===== src/design/ipp_pkg.sv =====
package ipp_pkg;

  typedef enum logic [2:0] {
    PH_UNDEC,
    PH_V4,
    PH_V6_TAIL,
    PH_V6_GROUP,
    PH_V6_LEAD
  } phase_e;

  localparam logic [4:0] GAP_NONE    = 5'd31;
  localparam logic [4:0] ADDR_BYTES  = 5'd16;
  localparam logic [9:0] DEC_SAT     = 10'd1023;
  localparam logic [9:0] OCTET_MAX   = 10'd255;
  localparam logic [7:0] BITS_SAT    = 8'd255;
  localparam logic [7:0] BITS_MAX_V4 = 8'd32;
  localparam logic [7:0] BITS_MAX_V6 = 8'd128;

  localparam logic [7:0] CH_0     = 8'h30;
  localparam logic [7:0] CH_9     = 8'h39;
  localparam logic [7:0] CH_LO_A  = 8'h61;
  localparam logic [7:0] CH_LO_F  = 8'h66;
  localparam logic [7:0] CH_UP_A  = 8'h41;
  localparam logic [7:0] CH_UP_F  = 8'h46;
  localparam logic [7:0] CH_DOT   = 8'h2e;
  localparam logic [7:0] CH_COLON = 8'h3a;
  localparam logic [7:0] CH_SLASH = 8'h2f;

  // Byte 0 of the address is element 0.
  typedef logic [15:0][7:0] addr_t;

  typedef struct packed {
    addr_t       addr;
    logic [4:0]  byte_pos;
    logic [4:0]  gap_pos;
    phase_e      phase;
    logic [15:0] hex_acc;
    logic [9:0]  dec_acc;
    logic [2:0]  digit_count;
    logic        lead_zero;
    logic [1:0]  octet_index;
    logic        colon_seen;
    logic        in_bits;
    logic [2:0]  bits_count;
    logic        bits_lz;
    logic [7:0]  bits_acc;
    logic        failed;
  } scan_t;

  typedef struct packed {
    scan_t st;
    logic  mode_fail;
  } snap_t;

  typedef struct packed {
    logic        valid_res;
    logic        is_v4;
    logic [63:0] addr_hi;
    logic [63:0] addr_lo;
    logic [7:0]  prefix_len;
  } res_t;

  localparam scan_t SCAN_INIT = '{
    addr:        '0,
    byte_pos:    '0,
    gap_pos:     GAP_NONE,
    phase:       PH_UNDEC,
    hex_acc:     '0,
    dec_acc:     '0,
    digit_count: '0,
    lead_zero:   1'b0,
    octet_index: '0,
    colon_seen:  1'b0,
    in_bits:     1'b0,
    bits_count:  '0,
    bits_lz:     1'b0,
    bits_acc:    '0,
    failed:      1'b0
  };

  function automatic logic is_dec(logic [7:0] c);
    return (c >= CH_0) && (c <= CH_9);
  endfunction

  // Bit 4 flags a hex digit, bits 3:0 hold its value.
  function automatic logic [4:0] hex_val(logic [7:0] c);
    logic [4:0] v;
    v = '0;
    if (is_dec(c)) begin
      v = {1'b1, c[3:0]};
    end else if (((c >= CH_LO_A) && (c <= CH_LO_F)) || ((c >= CH_UP_A) && (c <= CH_UP_F))) begin
      v = {1'b1, c[3:0] + 4'd9};
    end
    return v;
  endfunction

  function automatic logic [2:0] sat_inc3(logic [2:0] n);
    return (n == 3'd7) ? n : n + 3'd1;
  endfunction

  function automatic logic [9:0] dec_step(logic [9:0] acc, logic [7:0] c);
    logic [13:0] v;
    v = ({4'b0, acc} << 3) + ({4'b0, acc} << 1) + {10'b0, c[3:0]};
    return (v > {4'b0, DEC_SAT}) ? DEC_SAT : v[9:0];
  endfunction

  function automatic logic [7:0] bits_step(logic [7:0] acc, logic [7:0] c);
    logic [11:0] v;
    v = ({4'b0, acc} << 3) + ({4'b0, acc} << 1) + {8'b0, c[3:0]};
    return (v > {4'b0, BITS_SAT}) ? BITS_SAT : v[7:0];
  endfunction

  function automatic logic octet_bad(scan_t s);
    return (s.digit_count == 3'd0) || (s.digit_count > 3'd3) || (s.dec_acc > OCTET_MAX) ||
           (s.lead_zero && (s.digit_count > 3'd1));
  endfunction

  function automatic scan_t take_digit(scan_t s, logic [7:0] c, logic [3:0] hv);
    scan_t r;
    r = s;
    if ((s.digit_count == 3'd0) && (c == CH_0)) r.lead_zero = 1'b1;
    r.digit_count = sat_inc3(s.digit_count);
    r.hex_acc     = {s.hex_acc[11:0], hv};
    r.dec_acc     = is_dec(c) ? dec_step(s.dec_acc, c) : DEC_SAT;
    if (r.digit_count > 3'd4) r.failed = 1'b1;
    return r;
  endfunction

  function automatic scan_t clear_digits(scan_t s);
    scan_t r;
    r = s;
    r.hex_acc     = '0;
    r.dec_acc     = '0;
    r.digit_count = '0;
    r.lead_zero   = 1'b0;
    return r;
  endfunction

  function automatic scan_t end_group(scan_t s);
    scan_t r;
    r = s;
    if ((s.digit_count == 3'd0) || (s.digit_count > 3'd4) || (s.byte_pos > 5'd14)) begin
      r.failed = 1'b1;
    end else begin
      r.addr[s.byte_pos[3:0]]        = s.hex_acc[15:8];
      r.addr[s.byte_pos[3:0] + 4'd1] = s.hex_acc[7:0];
      r.byte_pos                     = s.byte_pos + 5'd2;
    end
    return r;
  endfunction

endpackage


===== src/design/ipp_char_if.sv =====
interface ipp_char_if;
  logic       valid;
  logic       ready;
  logic [7:0] char_code;
  logic       last_char;

  modport source (output valid, output char_code, output last_char, input ready);
  modport sink (input valid, input char_code, input last_char, output ready);
endinterface


===== src/design/ipp_res_if.sv =====
interface ipp_res_if;
  logic        valid;
  logic        ready;
  logic        valid_res;
  logic        is_v4;
  logic [63:0] addr_hi;
  logic [63:0] addr_lo;
  logic [7:0]  prefix_len;

  modport source (
    output valid, output valid_res, output is_v4, output addr_hi, output addr_lo,
    output prefix_len, input ready
  );
  modport sink (
    input valid, input valid_res, input is_v4, input addr_hi, input addr_lo,
    input prefix_len, output ready
  );
endinterface


===== src/design/ipp_scan.sv =====
module ipp_scan (
  input  logic               clk_i,
  input  logic               rst_ni,
  input  logic               prefix_mode_i,
  ipp_char_if.sink           char_i,
  input  logic               take_ready_i,
  output logic               snap_valid_o,
  output ipp_pkg::snap_t     snap_o
);

  ipp_pkg::scan_t st_q, st_d;
  logic           fire;

  assign char_i.ready = take_ready_i;
  assign fire         = char_i.valid && char_i.ready;

  always_comb begin
    logic [7:0] c;
    logic [4:0] hv;
    logic [3:0] idx;
    c   = char_i.char_code;
    hv  = ipp_pkg::hex_val(c);
    idx = '0;
    st_d = st_q;
    if (!st_q.failed) begin
      if (st_q.in_bits) begin
        if (!ipp_pkg::is_dec(c)) begin
          st_d.failed = 1'b1;
        end else begin
          if ((st_q.bits_count == 3'd0) && (c == ipp_pkg::CH_0)) st_d.bits_lz = 1'b1;
          st_d.bits_count = ipp_pkg::sat_inc3(st_q.bits_count);
          st_d.bits_acc   = ipp_pkg::bits_step(st_q.bits_acc, c);
        end
      end else if ((c == ipp_pkg::CH_SLASH) && prefix_mode_i) begin
        // The address part is closed later, in the finish stage, from the frozen fields.
        st_d.in_bits = 1'b1;
      end else begin
        unique case (st_q.phase)
          ipp_pkg::PH_UNDEC: begin
            if (hv[4]) begin
              st_d = ipp_pkg::take_digit(st_q, c, hv[3:0]);
            end else if (c == ipp_pkg::CH_DOT) begin
              if (ipp_pkg::octet_bad(st_q)) st_d.failed = 1'b1;
              else st_d.addr[0] = st_q.dec_acc[7:0];
              st_d.phase       = ipp_pkg::PH_V4;
              st_d.octet_index = 2'd1;
              st_d             = ipp_pkg::clear_digits(st_d);
            end else if (c == ipp_pkg::CH_COLON) begin
              if (st_q.digit_count == 3'd0) begin
                st_d.phase = ipp_pkg::PH_V6_LEAD;
              end else begin
                st_d            = ipp_pkg::end_group(st_q);
                st_d.phase      = ipp_pkg::PH_V6_GROUP;
                st_d.colon_seen = 1'b1;
                st_d            = ipp_pkg::clear_digits(st_d);
              end
            end else begin
              st_d.failed = 1'b1;
            end
          end
          ipp_pkg::PH_V4, ipp_pkg::PH_V6_TAIL: begin
            if (ipp_pkg::is_dec(c)) begin
              st_d = ipp_pkg::take_digit(st_q, c, hv[3:0]);
            end else if ((c == ipp_pkg::CH_DOT) && (st_q.octet_index < 2'd3)) begin
              if (st_q.phase == ipp_pkg::PH_V4) idx = {2'b0, st_q.octet_index};
              else idx = st_q.byte_pos[3:0] + {2'b0, st_q.octet_index};
              if (ipp_pkg::octet_bad(st_q)) st_d.failed = 1'b1;
              else st_d.addr[idx] = st_q.dec_acc[7:0];
              st_d.octet_index = st_q.octet_index + 2'd1;
              st_d             = ipp_pkg::clear_digits(st_d);
            end else begin
              st_d.failed = 1'b1;
            end
          end
          ipp_pkg::PH_V6_LEAD: begin
            if (c == ipp_pkg::CH_COLON) begin
              st_d.gap_pos    = '0;
              st_d.phase      = ipp_pkg::PH_V6_GROUP;
              st_d.colon_seen = 1'b0;
            end else begin
              st_d.failed = 1'b1;
            end
          end
          ipp_pkg::PH_V6_GROUP: begin
            if (hv[4]) begin
              st_d            = ipp_pkg::take_digit(st_q, c, hv[3:0]);
              st_d.colon_seen = 1'b0;
            end else if (c == ipp_pkg::CH_COLON) begin
              if (st_q.digit_count != 3'd0) begin
                st_d = ipp_pkg::end_group(st_q);
                if (st_d.byte_pos >= ipp_pkg::ADDR_BYTES) st_d.failed = 1'b1;
                st_d.colon_seen = 1'b1;
                st_d            = ipp_pkg::clear_digits(st_d);
              end else if (st_q.colon_seen && (st_q.gap_pos == ipp_pkg::GAP_NONE)) begin
                st_d.gap_pos    = st_q.byte_pos;
                st_d.colon_seen = 1'b0;
              end else begin
                st_d.failed = 1'b1;
              end
            end else if (c == ipp_pkg::CH_DOT) begin
              if ((st_q.digit_count == 3'd0) || (st_q.byte_pos > 5'd12) ||
                  ((st_q.gap_pos == ipp_pkg::GAP_NONE) && (st_q.byte_pos != 5'd12))) begin
                st_d.failed = 1'b1;
              end else begin
                if (ipp_pkg::octet_bad(st_q)) st_d.failed = 1'b1;
                else st_d.addr[st_q.byte_pos[3:0]] = st_q.dec_acc[7:0];
                st_d.phase       = ipp_pkg::PH_V6_TAIL;
                st_d.octet_index = 2'd1;
                st_d             = ipp_pkg::clear_digits(st_d);
              end
            end else begin
              st_d.failed = 1'b1;
            end
          end
          default: begin
            st_d.failed = 1'b1;
          end
        endcase
      end
    end
  end

  always_ff @(posedge clk_i or negedge rst_ni) begin
    if (!rst_ni) begin
      st_q <= ipp_pkg::SCAN_INIT;
    end else if (fire) begin
      st_q <= char_i.last_char ? ipp_pkg::SCAN_INIT : st_d;
    end
  end

  assign snap_valid_o     = fire && char_i.last_char;
  assign snap_o.st        = st_d;
  assign snap_o.mode_fail = !st_d.in_bits && prefix_mode_i;

  a_clear_after_last: assert property (@(posedge clk_i) disable iff (!rst_ni)
    fire && char_i.last_char |=> st_q == ipp_pkg::SCAN_INIT)
    else $error("parser state not cleared after the last character");

  a_byte_pos_range: assert property (@(posedge clk_i) disable iff (!rst_ni)
    st_q.byte_pos <= ipp_pkg::ADDR_BYTES)
    else $error("byte position beyond the address");

  a_gap_behind_pos: assert property (@(posedge clk_i) disable iff (!rst_ni)
    (st_q.gap_pos == ipp_pkg::GAP_NONE) || (st_q.gap_pos <= st_q.byte_pos))
    else $error("gap position ahead of byte position");

endmodule


===== src/design/ipp_finish.sv =====
module ipp_finish (
  input  logic            clk_i,
  input  logic            rst_ni,
  input  logic            snap_valid_i,
  input  ipp_pkg::snap_t  snap_i,
  output logic            take_ready_o,
  ipp_res_if.source       res_o
);

  logic           snap_valid_q;
  ipp_pkg::snap_t snap_q;
  logic           res_valid_q;
  ipp_pkg::res_t  res_q, res_d;
  logic           res_free;

  assign res_free     = !res_valid_q || res_o.ready;
  assign take_ready_o = !snap_valid_q || res_free;

  always_comb begin
    ipp_pkg::scan_t s;
    ipp_pkg::addr_t a;
    ipp_pkg::addr_t o;
    logic           f;
    logic           do_v6;
    logic [4:0]     nfill;
    logic [4:0]     jj;
    logic [7:0]     bmax;
    s     = snap_q.st;
    a     = s.addr;
    o     = '0;
    f     = s.failed || snap_q.mode_fail;
    do_v6 = 1'b0;
    nfill = '0;
    jj    = '0;

    // Close the address part.
    unique case (s.phase)
      ipp_pkg::PH_V4: begin
        if ((s.octet_index != 2'd3) || ipp_pkg::octet_bad(s)) f = 1'b1;
        else a[3] = s.dec_acc[7:0];
      end
      ipp_pkg::PH_V6_TAIL: begin
        if ((s.octet_index != 2'd3) || (s.byte_pos > 5'd12) || ipp_pkg::octet_bad(s)) begin
          f = 1'b1;
        end else begin
          a[s.byte_pos[3:0] + 4'd3] = s.dec_acc[7:0];
          s.byte_pos                = s.byte_pos + 5'd4;
          do_v6                     = 1'b1;
        end
      end
      ipp_pkg::PH_V6_GROUP: begin
        if (s.digit_count != 3'd0) begin
          s     = ipp_pkg::end_group(s);
          a     = s.addr;
          f     = f || s.failed;
          do_v6 = 1'b1;
        end else if (s.colon_seen) begin
          f = 1'b1;
        end else begin
          do_v6 = 1'b1;
        end
      end
      default: begin
        f = 1'b1;
      end
    endcase

    // Expand the "::" gap: the bytes behind it move to the end, zeros fill the hole.
    o = a;
    if (do_v6 && !f) begin
      if (s.byte_pos < ipp_pkg::ADDR_BYTES) begin
        if ((s.gap_pos == ipp_pkg::GAP_NONE) || (s.gap_pos > s.byte_pos)) begin
          f = 1'b1;
        end else begin
          nfill = ipp_pkg::ADDR_BYTES - s.byte_pos;
          for (int j = 0; j < 16; j++) begin
            jj = 5'(j);
            if (jj < s.gap_pos) o[j] = a[j];
            else if (jj < (s.gap_pos + nfill)) o[j] = '0;
            else o[j] = a[4'(jj - nfill)];
          end
        end
      end else if ((s.byte_pos > ipp_pkg::ADDR_BYTES) || (s.gap_pos != ipp_pkg::GAP_NONE)) begin
        f = 1'b1;
      end
    end

    bmax = (s.phase == ipp_pkg::PH_V4) ? ipp_pkg::BITS_MAX_V4 : ipp_pkg::BITS_MAX_V6;
    if (s.in_bits && ((s.bits_count == 3'd0) || (s.bits_count > 3'd3) ||
                      (s.bits_lz && (s.bits_count > 3'd1)) || (s.bits_acc > bmax))) begin
      f = 1'b1;
    end

    res_d = '0;
    if (!f) begin
      res_d.valid_res  = 1'b1;
      res_d.is_v4      = (s.phase == ipp_pkg::PH_V4);
      res_d.prefix_len = s.in_bits ? s.bits_acc : '0;
      for (int k = 0; k < 8; k++) begin
        res_d.addr_hi[8*(7-k) +: 8] = o[k];
        res_d.addr_lo[8*(7-k) +: 8] = o[k+8];
      end
    end
  end

  always_ff @(posedge clk_i or negedge rst_ni) begin
    if (!rst_ni) begin
      snap_valid_q <= 1'b0;
      res_valid_q  <= 1'b0;
    end else begin
      if (take_ready_o) snap_valid_q <= snap_valid_i;
      if (res_free) res_valid_q <= snap_valid_q;
    end
  end

  always_ff @(posedge clk_i) begin
    if (take_ready_o && snap_valid_i) snap_q <= snap_i;
    if (res_free && snap_valid_q) res_q <= res_d;
  end

  assign res_o.valid      = res_valid_q;
  assign res_o.valid_res  = res_q.valid_res;
  assign res_o.is_v4      = res_q.is_v4;
  assign res_o.addr_hi    = res_q.addr_hi;
  assign res_o.addr_lo    = res_q.addr_lo;
  assign res_o.prefix_len = res_q.prefix_len;

  a_invalid_is_zero: assert property (@(posedge clk_i) disable iff (!rst_ni)
    res_valid_q && !res_q.valid_res |->
      !res_q.is_v4 && (res_q.addr_hi == '0) && (res_q.addr_lo == '0) &&
      (res_q.prefix_len == '0))
    else $error("rejected address carries nonzero fields");

  a_v4_shape: assert property (@(posedge clk_i) disable iff (!rst_ni)
    res_valid_q && res_q.is_v4 |->
      (res_q.addr_lo == '0) && (res_q.addr_hi[31:0] == '0) &&
      (res_q.prefix_len <= ipp_pkg::BITS_MAX_V4))
    else $error("IPv4 result outside the top 32 bits or prefix too long");

  a_snap_held: assert property (@(posedge clk_i) disable iff (!rst_ni)
    snap_valid_q && !res_free |=> snap_valid_q && $stable(snap_q))
    else $error("waiting address lost while the result stage is blocked");

endmodule


===== src/design/ip_address_text_parser.sv =====
// Parses the text of an IPv4 or IPv6 address, optionally with a "/bits" prefix suffix.
// char_i carries one request per character (char_code, last_char); the text ends
// with the request whose last_char is set. res_o delivers one result per text:
// valid_res, is_v4, the address as addr_hi/addr_lo (byte 0 in the top bits), and
// prefix_len. Malformed text yields a result with every field zero.
// cfg_we_i/cfg_wdata_i write the prefix-mode bit; write it only while no text is
// in flight.
// Each accepted character updates the scan registers, so char_i sustains one request
// per cycle while char_i.ready is high. The last character of a text is registered in
// the finish register and then moves on into the result register, which drives
// res_o.valid; the gap expansion and range checks sit in between.
// When res_o stalls, the finished result holds in the result register and one more
// finished text holds in the finish register; only then does char_i.ready drop.
// Reset clears the prefix-mode bit, the scan state and both output stages; no
// result is pending after reset.
module ip_address_text_parser (
  input  logic       clk_i,
  input  logic       rst_ni,
  input  logic       cfg_we_i,
  input  logic       cfg_wdata_i,
  ipp_char_if.sink   char_i,
  ipp_res_if.source  res_o
);

  logic           prefix_mode_q;
  logic           take_ready;
  logic           snap_valid;
  ipp_pkg::snap_t snap;

  always_ff @(posedge clk_i or negedge rst_ni) begin
    if (!rst_ni) begin
      prefix_mode_q <= 1'b0;
    end else if (cfg_we_i) begin
      prefix_mode_q <= cfg_wdata_i;
    end
  end

  ipp_scan u_scan (
    .clk_i         (clk_i),
    .rst_ni        (rst_ni),
    .prefix_mode_i (prefix_mode_q),
    .char_i        (char_i),
    .take_ready_i  (take_ready),
    .snap_valid_o  (snap_valid),
    .snap_o        (snap)
  );

  ipp_finish u_finish (
    .clk_i        (clk_i),
    .rst_ni       (rst_ni),
    .snap_valid_i (snap_valid),
    .snap_i       (snap),
    .take_ready_o (take_ready),
    .res_o        (res_o)
  );

endmodule


===== src/flat_wrapper.sv =====
// flat-port wrapper written by rule: the top's interface ports become plain ports
module ip_address_text_parser_flat 
  (clk_i, rst_ni, cfg_we_i, cfg_wdata_i, char_i_valid, char_i_char_code, char_i_last_char, char_i_ready, res_o_valid, res_o_valid_res, res_o_is_v4, res_o_addr_hi, res_o_addr_lo, res_o_prefix_len, res_o_ready);
  ipp_char_if char_i_i ();
  ipp_res_if res_o_i ();
  input  logic clk_i;
  input  logic rst_ni;
  input  logic cfg_we_i;
  input  logic cfg_wdata_i;
  input wire logic [$bits(char_i_i.valid)-1:0] char_i_valid;
  input wire logic [$bits(char_i_i.char_code)-1:0] char_i_char_code;
  input wire logic [$bits(char_i_i.last_char)-1:0] char_i_last_char;
  output wire logic [$bits(char_i_i.ready)-1:0] char_i_ready;
  output wire logic [$bits(res_o_i.valid)-1:0] res_o_valid;
  output wire logic [$bits(res_o_i.valid_res)-1:0] res_o_valid_res;
  output wire logic [$bits(res_o_i.is_v4)-1:0] res_o_is_v4;
  output wire logic [$bits(res_o_i.addr_hi)-1:0] res_o_addr_hi;
  output wire logic [$bits(res_o_i.addr_lo)-1:0] res_o_addr_lo;
  output wire logic [$bits(res_o_i.prefix_len)-1:0] res_o_prefix_len;
  input wire logic [$bits(res_o_i.ready)-1:0] res_o_ready;
  assign char_i_i.valid = char_i_valid;
  assign char_i_i.char_code = char_i_char_code;
  assign char_i_i.last_char = char_i_last_char;
  assign char_i_ready = char_i_i.ready;
  assign res_o_valid = res_o_i.valid;
  assign res_o_valid_res = res_o_i.valid_res;
  assign res_o_is_v4 = res_o_i.is_v4;
  assign res_o_addr_hi = res_o_i.addr_hi;
  assign res_o_addr_lo = res_o_i.addr_lo;
  assign res_o_prefix_len = res_o_i.prefix_len;
  assign res_o_i.ready = res_o_ready;
  ip_address_text_parser u_core (.clk_i(clk_i), .rst_ni(rst_ni), .cfg_we_i(cfg_we_i), .cfg_wdata_i(cfg_wdata_i), .char_i(char_i_i), .res_o(res_o_i));
endmodule

===== config.mk =====
export PLATFORM = sky130hd
export DESIGN_NAME = ip_address_text_parser_flat
export DESIGN_NICKNAME = d
export VERILOG_FILES = /design/src/design/ipp_pkg.sv /design/src/design/ipp_char_if.sv /design/src/design/ipp_res_if.sv /design/src/design/ipp_scan.sv /design/src/design/ipp_finish.sv /design/src/design/ip_address_text_parser.sv /design/src/flat_wrapper.sv
export SDC_FILE = /design/constraint.sdc
export NUM_CORES = 2
export LEC_CHECK = 0
export BUFFER_PORTS_ARGS = -buffer_cell sky130_fd_sc_hd__buf_4
export CAP_MARGIN = 40
export CORE_MARGIN = 3
export CORE_UTILIZATION = 55
export CTS_CLUSTER_DIAMETER = 200
export DETAILED_ROUTE_END_ITERATION = 16
export PLACE_DENSITY = 0.81
export RECOVER_POWER = 50
export SLEW_MARGIN = 20
export SYNTH_ARGS = -nofsm -noshare
export SYNTH_HDL_FRONTEND = slang
export SYNTH_SLANG_ARGS = --single-unit

===== constraint.sdc =====
create_clock -name clk_i -period 7.3 [get_ports clk_i]
set_input_delay 1.46 -clock clk_i [delete_from_list [all_inputs] [get_ports clk_i]]
set_output_delay 1.46 -clock clk_i [all_outputs]
set_load 0.05 [all_outputs]

# Word-level counts from Yosys, hierarchy flattened
# Index checks and enable logic that the tools add are counted.
[word_totals]
register_bits = 518
inputBits = 15
out_inout_bits = 140
[classes]
addsub = 33
n_lt_le_gt_ge = 89
eq_ne = 19
n_mux = 190
bitwise = 1
reduce_logical = 63
[op_table]
columns = ["operator", "count"]
rows = [
  ["133-bit 2-to-1 mux", 10],
  ["188-bit 2-to-1 mux", 7],
  ["128-bit bitwise mux", 7],
  ["128-bit 2-to-1 mux", 7],
  ["187-bit 2-to-1 mux", 4],
  ["8-bit binary-select mux with 4-bit select", 16],
  ["8-bit 2-to-1 mux", 60],
  ["133-bit one-hot mux with 3 select lines", 1],
  ["138-bit 2-to-1 mux", 2],
  ["8-bit demux with 4-bit select", 6],
  ["96-bit one-hot mux with 2 select lines", 1],
  ["175-bit 2-to-1 mux", 1],
  ["174-bit 2-to-1 mux", 1],
  ["4-bit by 5-bit less-than comparator with 1-bit output, second input constant", 22],
  ["32-bit one-hot mux with 3 select lines", 1],
  ["4-bit by 5-bit less-than comparator with 1-bit output, first input constant", 16],
  ["60-bit 2-to-1 mux", 1],
  ["55-bit 2-to-1 mux", 1],
  ["24-bit one-hot mux with 2 select lines", 1],
  ["47-bit 2-to-1 mux", 1],
  ["3-bit by 5-bit less-than comparator with 1-bit output, first input constant", 8],
  ["13-bit one-hot mux with 3 select lines", 1],
  ["1-bit 2-to-1 mux", 33],
  ["8-bit by 6-bit equality test with 1-bit output, second input constant", 4],
  ["other kinds (65)", 183],
]

# Longest topological paths before layout
[depth]
ltp_word = 25
depth_mapped = 22

# Cells and area by module
# A second synthesis with hierarchy kept.
[hier_totals]
cells_unflattened = 4812
hier_area_um2 = 42351.9
[modules_own_cells]
columns = ["mod", "instances", "cells_per_inst", "area_each_um2"]
rows = [
  ["ipp_finish", 1, 2593, 25400.6],
  ["ipp_scan", 1, 2217, 16911.2],
  ["ip_address_text_parser", 1, 2, 40.0],
]

# Worst setup path after synthesis
# Ideal clock, no wire load.
[synth_timing]
path_type = "input -> register"
from = "in res_o_ready"
to = "reg u_core.u_finish.snap_q[0] in the netlist's numbering, enable pin"
setup_ps = 540
t_arrival_ps = 6140
setup_slack_ps = 620
stages = 5
path_buffers = 1
cell_sequence = "nand3b_1 -> and2_1 -> clkbuf_1 -> nand2_1 -> inv_1"
[synth_via]
elab_chain_cells = 5
[synth_rtl]
columns = ["element", "line", "rtl"]
rows = [
  ["start: declaration", "flat_wrapper.sv:20", "input wire logic [$bits(res_o_i.ready)-1:0] res_o_ready;"],
  ["1-bit logical OR (*)", "ipp_finish.sv:16", "assign res_free = !res_valid_q || res_o.ready;"],
  ["1-bit logical OR (*)", "ipp_finish.sv:17", "assign take_ready_o = !snap_valid_q || res_free;"],
  ["1-bit logical AND", "ipp_scan.sv:15", "assign fire = char_i.valid && char_i.ready;"],
  ["1-bit logical AND", "ipp_scan.sv:131", "assign snap_valid_o = fire && char_i.last_char;"],
  ["1-bit logical AND (*)", "ipp_finish.sv:117", "if (take_ready_o && snap_valid_i) snap_q <= snap_i;"],
  ["end signal: assignment", "ipp_finish.sv:117", ""],
  ["end: declaration", "ipp_finish.sv:11", "ipp_pkg::snap_t snap_q;"],
]
# Mark *: on every way between the ends. The rest lies on a longest branch, timed or not.
# A chain may end at the register's enable or synchronous reset.

# Worst setup path in the final report
[layout_timing]
from = "in res_o_ready"
to = "reg u_core.u_finish.snap_q[41] in the netlist's numbering, enable pin"
# Same word-level chain as after synthesis.

==> impl_summary.md <==
Outcome
The flow ran to the end, but the final reports show violations. The checks that failed: capacitance limit, slew limit.

Floorplan
The floorplan step defined a die boundary enclosing 64600 µm². The core area is 60600 µm². During I/O placement, the number of pins put on the boundary was 155. In this run the vertical extent of the chip is 254 µm. The die extent in x is 254 µm.

The initial utilization of the core area, before any placement, comes to 0.559. The floorplan row count is 90.

Min path
The launch point of the worst hold path is u_core.u_scan.st_q[50]. The number of stages on the worst hold path is 2. For hold timing, the worst endpoint is u_core.u_scan.st_q[50]. The worst hold path class is flop to flop.

Synthesis
The sequential-to-total area share from yosys stat is 0.430. The async set or reset register ratio after synthesis is 0.368. During synthesis, Yosys emitted a total of 0 warnings. The number of distinct library cell variants in the gate-level netlist after synthesis is 95. The area fraction of the dominant cell type after synthesis is 0.289. The synthesized netlist occupies a cell area of 33800 µm². After synthesis, the mean cell area works out to 9.90 µm². The dominant synthesized flop cell is sky130_fd_sc_hd__edfxtp_1. When the netlist entered floorplanning its net count stood at 3508. The post-synthesis cell count is 3419. After synthesis, the cell types taking the most area are sky130_fd_sc_hd__edfxtp_1 29%, sky130_fd_sc_hd__dfrtp_1 14%, sky130_fd_sc_hd__mux2i_1 7.6%. The register bit total from synthesis is 516. Yosys mapped a number of flops with a built-in enable equal to 326.

Summed over all instances, the cell type with the most area after synthesis is sky130_fd_sc_hd__edfxtp_1.

Worst setup path
The minimum setup slack among reg-to-reg paths is 1.13 ns. For the worst flop-to-flop path, the logic depth is 16. STA puts the critical path data required time at 7.58 ns. The kind of start point of the critical path is an input pin. The reg-to-reg critical path endpoint is u_core.u_finish.res_o.addr_lo[17].

The sort of element at the end of the critical path is a flop. The critical path is of the input pin to flop type. The largest fanout of any net on the critical path is 74. Data arrives at the worst endpoint at 6.83 ns. The startpoint identified for the worst register-to-register timing path is u_core.u_finish.snap_q[48].

Clock tree
After clock tree synthesis, the clock-pin slew on the worst setup and hold paths is 0.06 ns. In this run, post-CTS hold repair placed 0 buffers. The TritonCTS clock tree is done. The number of gates resized after CTS was 0. The post-CTS setup-driven buffer insertion count is 0.

The clock passes through at most 3 buffers. In this run, CTS created clock tree buffers numbering 54. The cell chosen for the clock root is sky130_fd_sc_hd__clkbuf_16. The TritonCTS sink count is 516. The clock latency on the worst-skew pair is 0.65 ns. The H-tree depth is 2.

Drt
After detailed routing, the number of remaining DRC violations is 0. The total vias in the final route is 31500. The antenna violation net count after detailed routing is 0. The number of vias per cell after detailed routing is 7.35. In the final routed layout, each cell accounts on average for 29.2 µm. The detailed router finished its first iteration with 5566 violations.

The iteration count of the initial detailed-routing pass is 8. The final layout contains routed wiring with a total length of 125 mm.

STA
The total count of max-transition violations in the final report is 373. The number of setup violations in the final report is 0. The transition time at the pin with the least slew margin is 3.55 ns. The worst pin sits at a relative slew slack of -1.37.

The worst hold slack after final layout is 0.490 ns. Setup repair after global routing left no endpoint under its margin. Summed over all failing endpoints, the final setup total negative slack is 0 ns. In the finished design, the share of the clock period the worst path needs comes to 0.897. Derived from the worst setup path, the maximum achievable clock frequency is 153 MHz. The final clock skew is 0.0446 ns. The time the worst path needs with I/O delays and setup is 6.55 ns. The hold violation count in the final report came to 0.

Cells and area
Once layout is done, the placed cells without fillers occupy 37100 µm². Excluding fillers, the count of instances in the completed layout stands at 4283. The layout overhead on the synthesized area is 9.72%.

The number of nets in the final layout is 3543. The share of layout cells above drive strength 1 is 0.0914.

Placement
The detailed placer's ending HPWL is 91.1 mm. Routability-driven placement finished with a final weighted congestion of 1.03. The count of buffers added on input and output ports is 154. After detailed placement, the total cell area comes to 35800 µm². Once placement completed, the tool counted placed cells totaling 4168.

Power and ir drop
Of the total power, the share spent switching nets is 0.305. Across the VDD grid, the largest voltage drop is 0.169 mV. The clock share of power is 0.385.

The cell internal power dissipation is 5.17 mW. The fraction of power consumed by sequential logic is 0.449. The leakage power is 15.2 nW.

The share of total power dissipated in combinational logic is 0.166. The net load switching power is 2.27 mW. The power density of the placed cells is 200 nW/µm².

Global routing
The first global-routing pass estimated 184 mm of wire. The via count of the first global-routing pass came to 28500. The overflow left after global routing is 0. The number of antenna violations at the first check in global routing is 3. The all-layer global routing usage is 0.377. The maximum number of pins on one net before global-route repair is 139.

Job
Across the run, the number of max-cap violations was 7.
## layer usage
layer | vias up | part of all wire | track usage
met5 | - | 0.00019 | 0
met1 | 15100 | 0.39 | 0.533
li1 | 13400 | - | -
met4 | 4 | 0.052 | 0.165
met3 | 417 | 0.14 | 0.0974
met2 | 2530 | 0.42 | 0.548
## kinds of logic after synthesis
kind of cell / share of synthesized area
simple gates: 0.129
flops: 0.430
buf+inv: 0.0409
fa+ha+maj: 0.0282
compound gates: 0.263
xor+xnor: 0.00717
mux: 0.102
## final cells by class
| class | count | area [µm²] |
|---|---|---|
| fill | 5079 | 23400 |
| multi-input combinational | 2543 | 18000 |
| sequential | 516 | 14600 |
| timing repair buffer | 250 | 1450 |
| clock buffer | 63 | 1410 |
| tap | 782 | 978 |
| clock inverter | 39 | 414 |
| inverter | 89 | 337 |
| antenna | 1 | 2.50 |
## cells in the final DEF, fill, tap and decap left out, types with 84 or more instances in the layout
| cell type | count |
|---|---|
| sky130_fd_sc_hd__clkbuf_1 | 156 |
| sky130_fd_sc_hd__nand3_1 | 93 |
| sky130_fd_sc_hd__a21o_1 | 129 |
| sky130_fd_sc_hd__edfxtp_1 | 326 |
| sky130_fd_sc_hd__a22o_1 | 138 |
| sky130_fd_sc_hd__nand2_1 | 258 |
| sky130_fd_sc_hd__a21oi_1 | 170 |
| sky130_fd_sc_hd__dfrtp_1 | 185 |
| sky130_fd_sc_hd__nor2_1 | 225 |
| sky130_fd_sc_hd__inv_1 | 84 |
| sky130_fd_sc_hd__o22ai_1 | 155 |
| sky130_fd_sc_hd__o21ai_0 | 147 |
| sky130_fd_sc_hd__mux2i_1 | 256 |
## worst max-delay path by stage
| stage | start | cells after the start | to |
|---|---|---|---|
| 6_report | res_o_ready | 8 | u_core.u_finish.snap_q[41] |
| 5_1_grt | res_o_ready | 8 | u_core.u_finish.snap_q[51] |
| 4_1_cts | u_core.u_finish.snap_q[48] | 16 | u_core.u_finish.res_o.addr_lo[17] |
| 3_5_place_dp | u_core.u_finish.snap_q[48] | 16 | u_core.u_finish.res_o.addr_lo[16] |
| 3_3_place_gp | u_core.u_finish.snap_q[48] | 16 | u_core.u_finish.res_o.addr_lo[22] |
| 2_1_floorplan | res_o_ready | 5 | u_core.u_finish.snap_q[0] |
## power by group through the flow
stage               combinational (mW)  sequential, mW  clock, mW
finish                            1.23            3.34       2.86
detailed placement                1.22            3.39          0
CTS                               1.23            3.33       2.87
global placement                  1.20            3.38          0
floorplan                        0.690            3.49          0
global route                      1.29            3.35       2.98
## Yosys cell counts, drive strengths merged, types with 26 or more instances
cell type / number
a21o: 129
inv: 87
a21oi: 170
o32ai: 38
mux2i: 256
o221ai: 53
o21ai: 160
dfrtp: 185
o22ai: 155
mux2: 56
and3: 37
nor3: 50
nand2: 259
nand3: 94
nor2: 226
a22oi: 70
edfxtp: 326
nand2b: 43
o21a: 31
buf: 55
clkbuf: 216
a22o: 138
ha: 70
nor2b: 29
or3: 26
## critical path, cell delays in order
cell and delay [ns]:
sky130_fd_sc_hd__clkbuf_4 0.10, sky130_fd_sc_hd__nand3b_1 0.31, sky130_fd_sc_hd__and2_0 0.18, sky130_fd_sc_hd__clkbuf_1 1.48
sky130_fd_sc_hd__nand2_1 0.95, sky130_fd_sc_hd__clkinvlp_2 1.50, sky130_fd_sc_hd__buf_16 0.37, sky130_fd_sc_hd__buf_12 0.36
## flip-flops by register name, indices dropped and copies added (netlist names)
name                              cells
u_core.u_finish.snap_q              188
u_core.u_scan.st_q                  187
u_core.u_finish.res_o.addr_hi        64
u_core.u_finish.res_o.addr_lo        64
u_core.u_finish.res_o.prefix_len      8
u_core.prefix_mode_q                  1
u_core.u_finish.res_o.is_v4           1
u_core.u_finish.res_o.valid           1
u_core.u_finish.res_o.valid_res       1
u_core.u_finish.snap_valid_q          1
## through the flow
stage | power, mW | util | setup WS (ns)
global placement | 4.58 | 0.586 | 1.47
finish | 7.43 | 0.613 | 0.750
global route | 7.61 | 0.613 | 0.497
floorplan | 4.18 | - | 0.620
detailed placement | 4.61 | 0.591 | 1.35
CTS | 7.43 | 0.621 | 1.29
(Power assumes the default switching activity.)
